===== src/hdl/undirected_tree_check_defines.svh =====
// -----------------------------------------------------------------------------
// Undirected tree check assertion macros
// Shared property shapes for the block's concurrent assertions.
// -----------------------------------------------------------------------------
`ifndef UNDIRECTED_TREE_CHECK_DEFINES_SVH
`define UNDIRECTED_TREE_CHECK_DEFINES_SVH

// The consequent must hold in the same cycle as the antecedent.
`define UTC_ASSERT_SAME(lbl, ante, cons, msg) \
  lbl: assert property (@(posedge clk) disable iff (rst) (ante) |-> (cons)) \
    else $error(msg);

// The consequent must hold in the cycle after the antecedent.
`define UTC_ASSERT_NEXT(lbl, ante, cons, msg) \
  lbl: assert property (@(posedge clk) disable iff (rst) (ante) |=> (cons)) \
    else $error(msg);

`endif


===== src/hdl/utc_pkg.sv =====
// -----------------------------------------------------------------------------
// Undirected tree check package
// Types, constants and helper functions shared by the controller and datapath.
// -----------------------------------------------------------------------------
package utc_pkg;

  localparam int MAX_VERTICES = 64;
  localparam int VTX_W        = $clog2(MAX_VERTICES);
  localparam int CNT_W        = 7;

  localparam logic MODE_ADD  = 1'b0;
  localparam logic MODE_EVAL = 1'b1;

  typedef logic [MAX_VERTICES-1:0] vset_t;

  typedef struct packed {
    logic             mode;
    logic [VTX_W-1:0] end_a;
    logic [VTX_W-1:0] end_b;
  } utc_in_t;

  typedef struct packed {
    logic is_tree;
    logic has_cycle;
    logic all_reached;
    logic range_error;
  } utc_out_t;

  typedef struct packed {
    logic [VTX_W-1:0] vtx;
    logic [VTX_W-1:0] par;
  } utc_frame_t;

  typedef enum logic [2:0] {
    S_CLEAR,
    S_IDLE,
    S_EDGE,
    S_POP,
    S_FETCH,
    S_SCAN,
    S_PUSH,
    S_FINISH
  } utc_state_t;

  typedef struct packed {
    logic load_edge;
    logic edge_second;
    logic start_walk;
    logic pop;
    logic fetch;
    logic scan;
    logic push;
    logic finish;
    logic clear;
  } utc_cmd_t;

  typedef struct packed {
    logic edge_ok;
    logic n_zero;
    logic pending_any;
    logic stack_empty;
    logic clear_last;
    logic out_free;
  } utc_status_t;

  function automatic vset_t mask_below(logic [CNT_W-1:0] n);
    vset_t m;
    for (int i = 0; i < MAX_VERTICES; i++) begin
      m[i] = (CNT_W'(i) < n);
    end
    return m;
  endfunction

  function automatic logic [VTX_W-1:0] low_index(vset_t v);
    vset_t            onehot;
    logic [VTX_W-1:0] idx;
    onehot = v & (~v + vset_t'(1));
    idx    = '0;
    for (int i = 0; i < MAX_VERTICES; i++) begin
      if (onehot[i]) begin
        idx = idx | VTX_W'(i);
      end
    end
    return idx;
  endfunction

endpackage


===== src/hdl/utc_ctrl.sv =====
// -----------------------------------------------------------------------------
// Undirected tree check controller
// Sequences edge loads, the depth-first walk, result hand-off and clearing.
// -----------------------------------------------------------------------------
module utc_ctrl
  import utc_pkg::*;
(
  input  logic        clk,
  input  logic        rst,
  input  logic        in_valid,
  input  logic        in_mode,
  output logic        in_ready,
  input  utc_status_t status,
  output utc_cmd_t    cmd
);

  utc_state_t state;
  utc_state_t state_next;

  always_ff @(posedge clk) begin
    if (rst) begin
      state <= S_CLEAR;
    end else begin
      state <= state_next;
    end
  end

  always_comb begin
    state_next = state;
    cmd        = '0;
    in_ready   = 1'b0;
    case (state)
      S_CLEAR: begin
        cmd.clear = 1'b1;
        if (status.clear_last) begin
          state_next = S_IDLE;
        end
      end
      S_IDLE: begin
        in_ready = 1'b1;
        if (in_valid) begin
          if (in_mode == MODE_EVAL) begin
            cmd.start_walk = 1'b1;
            state_next     = status.n_zero ? S_FINISH : S_POP;
          end else begin
            cmd.load_edge = 1'b1;
            if (status.edge_ok) begin
              state_next = S_EDGE;
            end
          end
        end
      end
      S_EDGE: begin
        cmd.edge_second = 1'b1;
        state_next      = S_IDLE;
      end
      S_POP: begin
        cmd.pop    = 1'b1;
        state_next = S_FETCH;
      end
      S_FETCH: begin
        cmd.fetch  = 1'b1;
        state_next = S_SCAN;
      end
      S_SCAN: begin
        cmd.scan   = 1'b1;
        state_next = S_PUSH;
      end
      S_PUSH: begin
        if (status.pending_any) begin
          cmd.push = 1'b1;
        end else if (status.stack_empty) begin
          state_next = S_FINISH;
        end else begin
          state_next = S_POP;
        end
      end
      S_FINISH: begin
        if (status.out_free) begin
          cmd.finish = 1'b1;
          state_next = S_CLEAR;
        end
      end
      default: begin
        state_next = S_CLEAR;
      end
    endcase
  end

endmodule


===== config.mk =====
export PLATFORM = sky130hd
export DESIGN_NAME = utc_ctrl
export DESIGN_NICKNAME = d
export VERILOG_FILES = /design/src/hdl/undirected_tree_check_defines.svh /design/src/hdl/utc_pkg.sv /design/src/hdl/utc_ctrl.sv
export SDC_FILE = /design/constraint.sdc
export NUM_CORES = 1
export LEC_CHECK = 0
export BUFFER_PORTS_ARGS = -buffer_cell sky130_fd_sc_hd__buf_2
export CAP_MARGIN = 10
export CORE_AREA = 2 2 39 41
export DETAILED_ROUTE_END_ITERATION = 12
export DIE_AREA = 0 0 41 43
export SKIP_LAST_GASP = 1
export SLEW_MARGIN = 0
export SYNTH_ARGS = -nofsm -noshare
export SYNTH_HDL_FRONTEND = slang
export SYNTH_SLANG_ARGS = --single-unit

===== constraint.sdc =====
create_clock -name clk -period 1.2 [get_ports clk]
set_input_delay 0.18 -clock clk [delete_from_list [all_inputs] [get_ports clk]]
set_output_delay 0.18 -clock clk [all_outputs]
set_load 0.03 [all_outputs]

==> results.json <==
{
  "final-setup-viol-count": 11,
  "worstSkewPairLatency_ns": 0.23,
  "wl_um": 1010,
  "swShare": 0.332,
  "grt_pass1_wl_um": 1550,
  "status": "finished, violations left",
  "die_w_um": 41,
  "synth_area_leaders": "dfxtp_1 (22%), nand2_1 (9.8%), nor3_1 (7.4%), nor2_1 (7.0%), a311oi_1 (6.5%)",
  "cts_root_buffer": "clkbuf_4",
  "via_per_inst": 4.66,
  "ctsLongestPathBuffers": 2,
  "vias": 419,
  "grt_pass1_vias": 397,
  "ir_drop_mv": 0.437,
  "gp_congestion": 0.666,
  "syn_area_um2": 269,
  "fin_skew_ns": 0.00401,
  "clkPwrFrac": 0.361,
  "pwr-share-comb": 0.409,
  "wl_per_cell_um": 11.2,
  "synth_cells": 42,
  "max_stage_delay_ns": 0.31,
  "start_util": 0.194,
  "slew_headroom": 0.776,
  "yosysWarnings": 0,
  "drv_slew": 0,
  "drtIter0Drc": 1,
  "power_leakage_nw": 0.281,
  "globalRouteMet1Util": 0.134,
  "crit_fanout": 4,
  "hold_buffers": 0,
  "nFillCells": 143,
  "grt_overflow_total": 0,
  "synthDistinctLibCells": 21,
  "arrival_ns": 1.22,
  "fin_crit_sh": 1.16,
  "cp-start-kind": "register",
  "largest_reg_flops": 3,
  "coreArea_mm2": 0.00138,
  "end_kind": "output port",
  "ys.flop_type": "dfxtp_1",
  "rows": 14,
  "cp_common_cell": "buf_6",
  "cp.required_ns": 1.02,
  "cts_max_level": 1,
  "cts_inserted_buffers": 3,
  "hpwl_um": 728,
  "rsz0062_at_grt": "yes",
  "grt.busiest_layer": "met2",
  "nNetsFinal": 85,
  "fin_ws_ns": -0.198,
  "cp_slowest_cell": "dfxtp_2",
  "synth_async_sr_flop_share": 0,
  "drive_gt1_frac": 0.703,
  "grt_use_total": 0.126,
  "drc": 0,
  "cp-startpoint": "state[1]$_SDFFE_PP0P_",
  "synth_top_cell_area_share": 0.223,
  "ys_ff_latch": 3,
  "layout_top_registers": "state: 3 flops",
  "tightest_slew_ns": 0.335,
  "place_ws_ns": -0.0503,
  "use_met2": 0.216,
  "switchingPower_uw": 159,
  "ant_nets": 0,
  "cp-endpoint": "cmd[6]",
  "violations": "setup timing",
  "fmax_mhz": 715,
  "grt_antenna_before_repair": 0,
  "critical_path_class": "register to output port",
  "syn_avg_cell_area_um2": 6.40,
  "r2r_end": "state[0]$_SDFFE_PP0P_",
  "grt_max_degree": 9,
  "hold_path_class": "primary input to register",
  "die_h_um": 43,
  "hold_slack_ns": 0.164,
  "rr_startpoint": "state[1]$_SDFFE_PP0P_",
  "power_density_mw_per_mm2": 723,
  "period_needed_ns": 1.40,
  "seq_power_share": 0.230,
  "p_int_uw": 320,
  "clkSlewWorstSetupHoldPaths_ns": 0.04,
  "final-hold-violation-count": 0,
  "syn2layout_area_growth_pct": 147,
  "met3_usage": 0.0157,
  "clock-sinks": 3,
  "regToRegSetupSlack_ns": -0.09,
  "dieArea_mm2": 0.00176,
  "largest-register": "state",
  "cts_tree": "done",
  "synth_seq_area_share": 0.223,
  "io_pins": 20,
  "maxCapViolations": 0,
  "syn_nets": 52,
  "port-buffer-count": 19,
  "r2r_cells": 6,
  "path_cells": "buf_6 -> nor3b_4 -> and3_4 -> buf_6",
  "antenna_cells": 0,
  "synth_edf_count": 0,
  "synth_area_leader_cell": "dfxtp_1",
  "dr.pass1.iters": 3
}
cells in the final DEF, fill, tap and decap left out:
cell and instances:
inv_2 2, dfxtp_4 1, buf_4 5, nor2_1 2, o21ai_0 1, a21oi_1 3
buf_2 11, o22ai_1 1, a31oi_1 1, a211oi_1 1, o21a_1 1, clkbuf_4 3
nand2_1 4, o211ai_1 1, nand2_2 2, nor3b_4 1, buf_6 15, or3_1 2
nor3_4 4, nor2_2 1, dfxtp_2 2, nor2_4 2, clkbuf_1 1, nand3_1 1
a311oi_1 2, nand2_4 1, and3_4 2, a2111oi_1 1
Yosys cell counts (2+ instances only):
| cell type | count |
|---|---|
| or3_1 | 2 |
| nor3_1 | 4 |
| nand2_1 | 7 |
| and3_1 | 2 |
| a21oi_1 | 3 |
| buf_2 | 2 |
| dfxtp_1 | 3 |
| nor2_1 | 5 |
| a311oi_1 | 2 |
logic make-up after synthesis:
group,count (synthesis),share of synthesized area
and+or+nand+nor,22,0.381
buffers and inverters,5,0.0930
AOI/OAI and AO/OA,12,0.302
DFF,3,0.223
final cells by class:
type	count	area, um^2	area share
clock buffer	4	26.3	0.0396
inverter	2	7.51	0.0113
multi-input combinational	34	282	0.425
sequential	3	66.3	0.100
tap	16	20.0	0.0302
timing repair buffer	31	262	0.394
metrics by stage:
stage / setup TNS (ns) / power [mW] / instance area (um^2) / utilization / instances
floorplan: -0.885 / 0.201 / 309 / - / 42
global placement: -0.0637 / 0.258 / 468 / 0.338 / 83
detailed placement: -0.144 / 0.259 / 468 / 0.338 / 83
CTS: -1.54 / 0.469 / 593 / 0.429 / 90
global route: -1.83 / 0.514 / 663 / 0.479 / 90
finish: -1.14 / 0.480 / 663 / 0.479 / 90
worst min path at each step:
stage / from / to / cells past startpoint
floorplan: rst / state[0]$_SDFFE_PP0P_ / 1
global placement: rst / state[0]$_SDFFE_PP0P_ / 2
detailed placement: rst / state[0]$_SDFFE_PP0P_ / 2
CTS: rst / state[0]$_SDFFE_PP0P_ / 2
global route: rst / state[0]$_SDFFE_PP0P_ / 2
finish: rst / state[0]$_SDFFE_PP0P_ / 2
critical path: cells and delay by family, from the launching register on:
| kind | cells | cell delay, ns |
|---|---|---|
| flip-flops | 1 | 0.31 |
| AND/OR/NAND/NOR | 2 | 0.45 |
| buffers and inverters | 2 | 0.23 |
metal layers:
metal / up-vias / share of wire
met5: - / 0
met4: 0 / 0
met3: 0 / 0.050
met2: 11 / 0.57
met1: 190 / 0.38
li1: 218 / -
power groups by stage:
stage | Combinational (mW) | Sequential, mW | Clock [mW]
2_1_floorplan | 0.0879 | 0.113 | 0
3_3_place_gp | 0.146 | 0.112 | 0
3_5_place_dp | 0.148 | 0.112 | 0
4_1_cts | 0.175 | 0.110 | 0.184
5_1_grt | 0.212 | 0.111 | 0.191
6_report | 0.196 | 0.110 | 0.173
what timing repair did:
| action | in CTS | in global routing |
|---|---|---|
| buffers inserted | 3 | 0 |
| gates resized for setup | 27 | 16 |
| cloned | 1 | 0 |
| setup endpoints to repair | 12 | 11 |
| pin swaps | 8 | 5 |
Power figures use the tool's default switching activity.
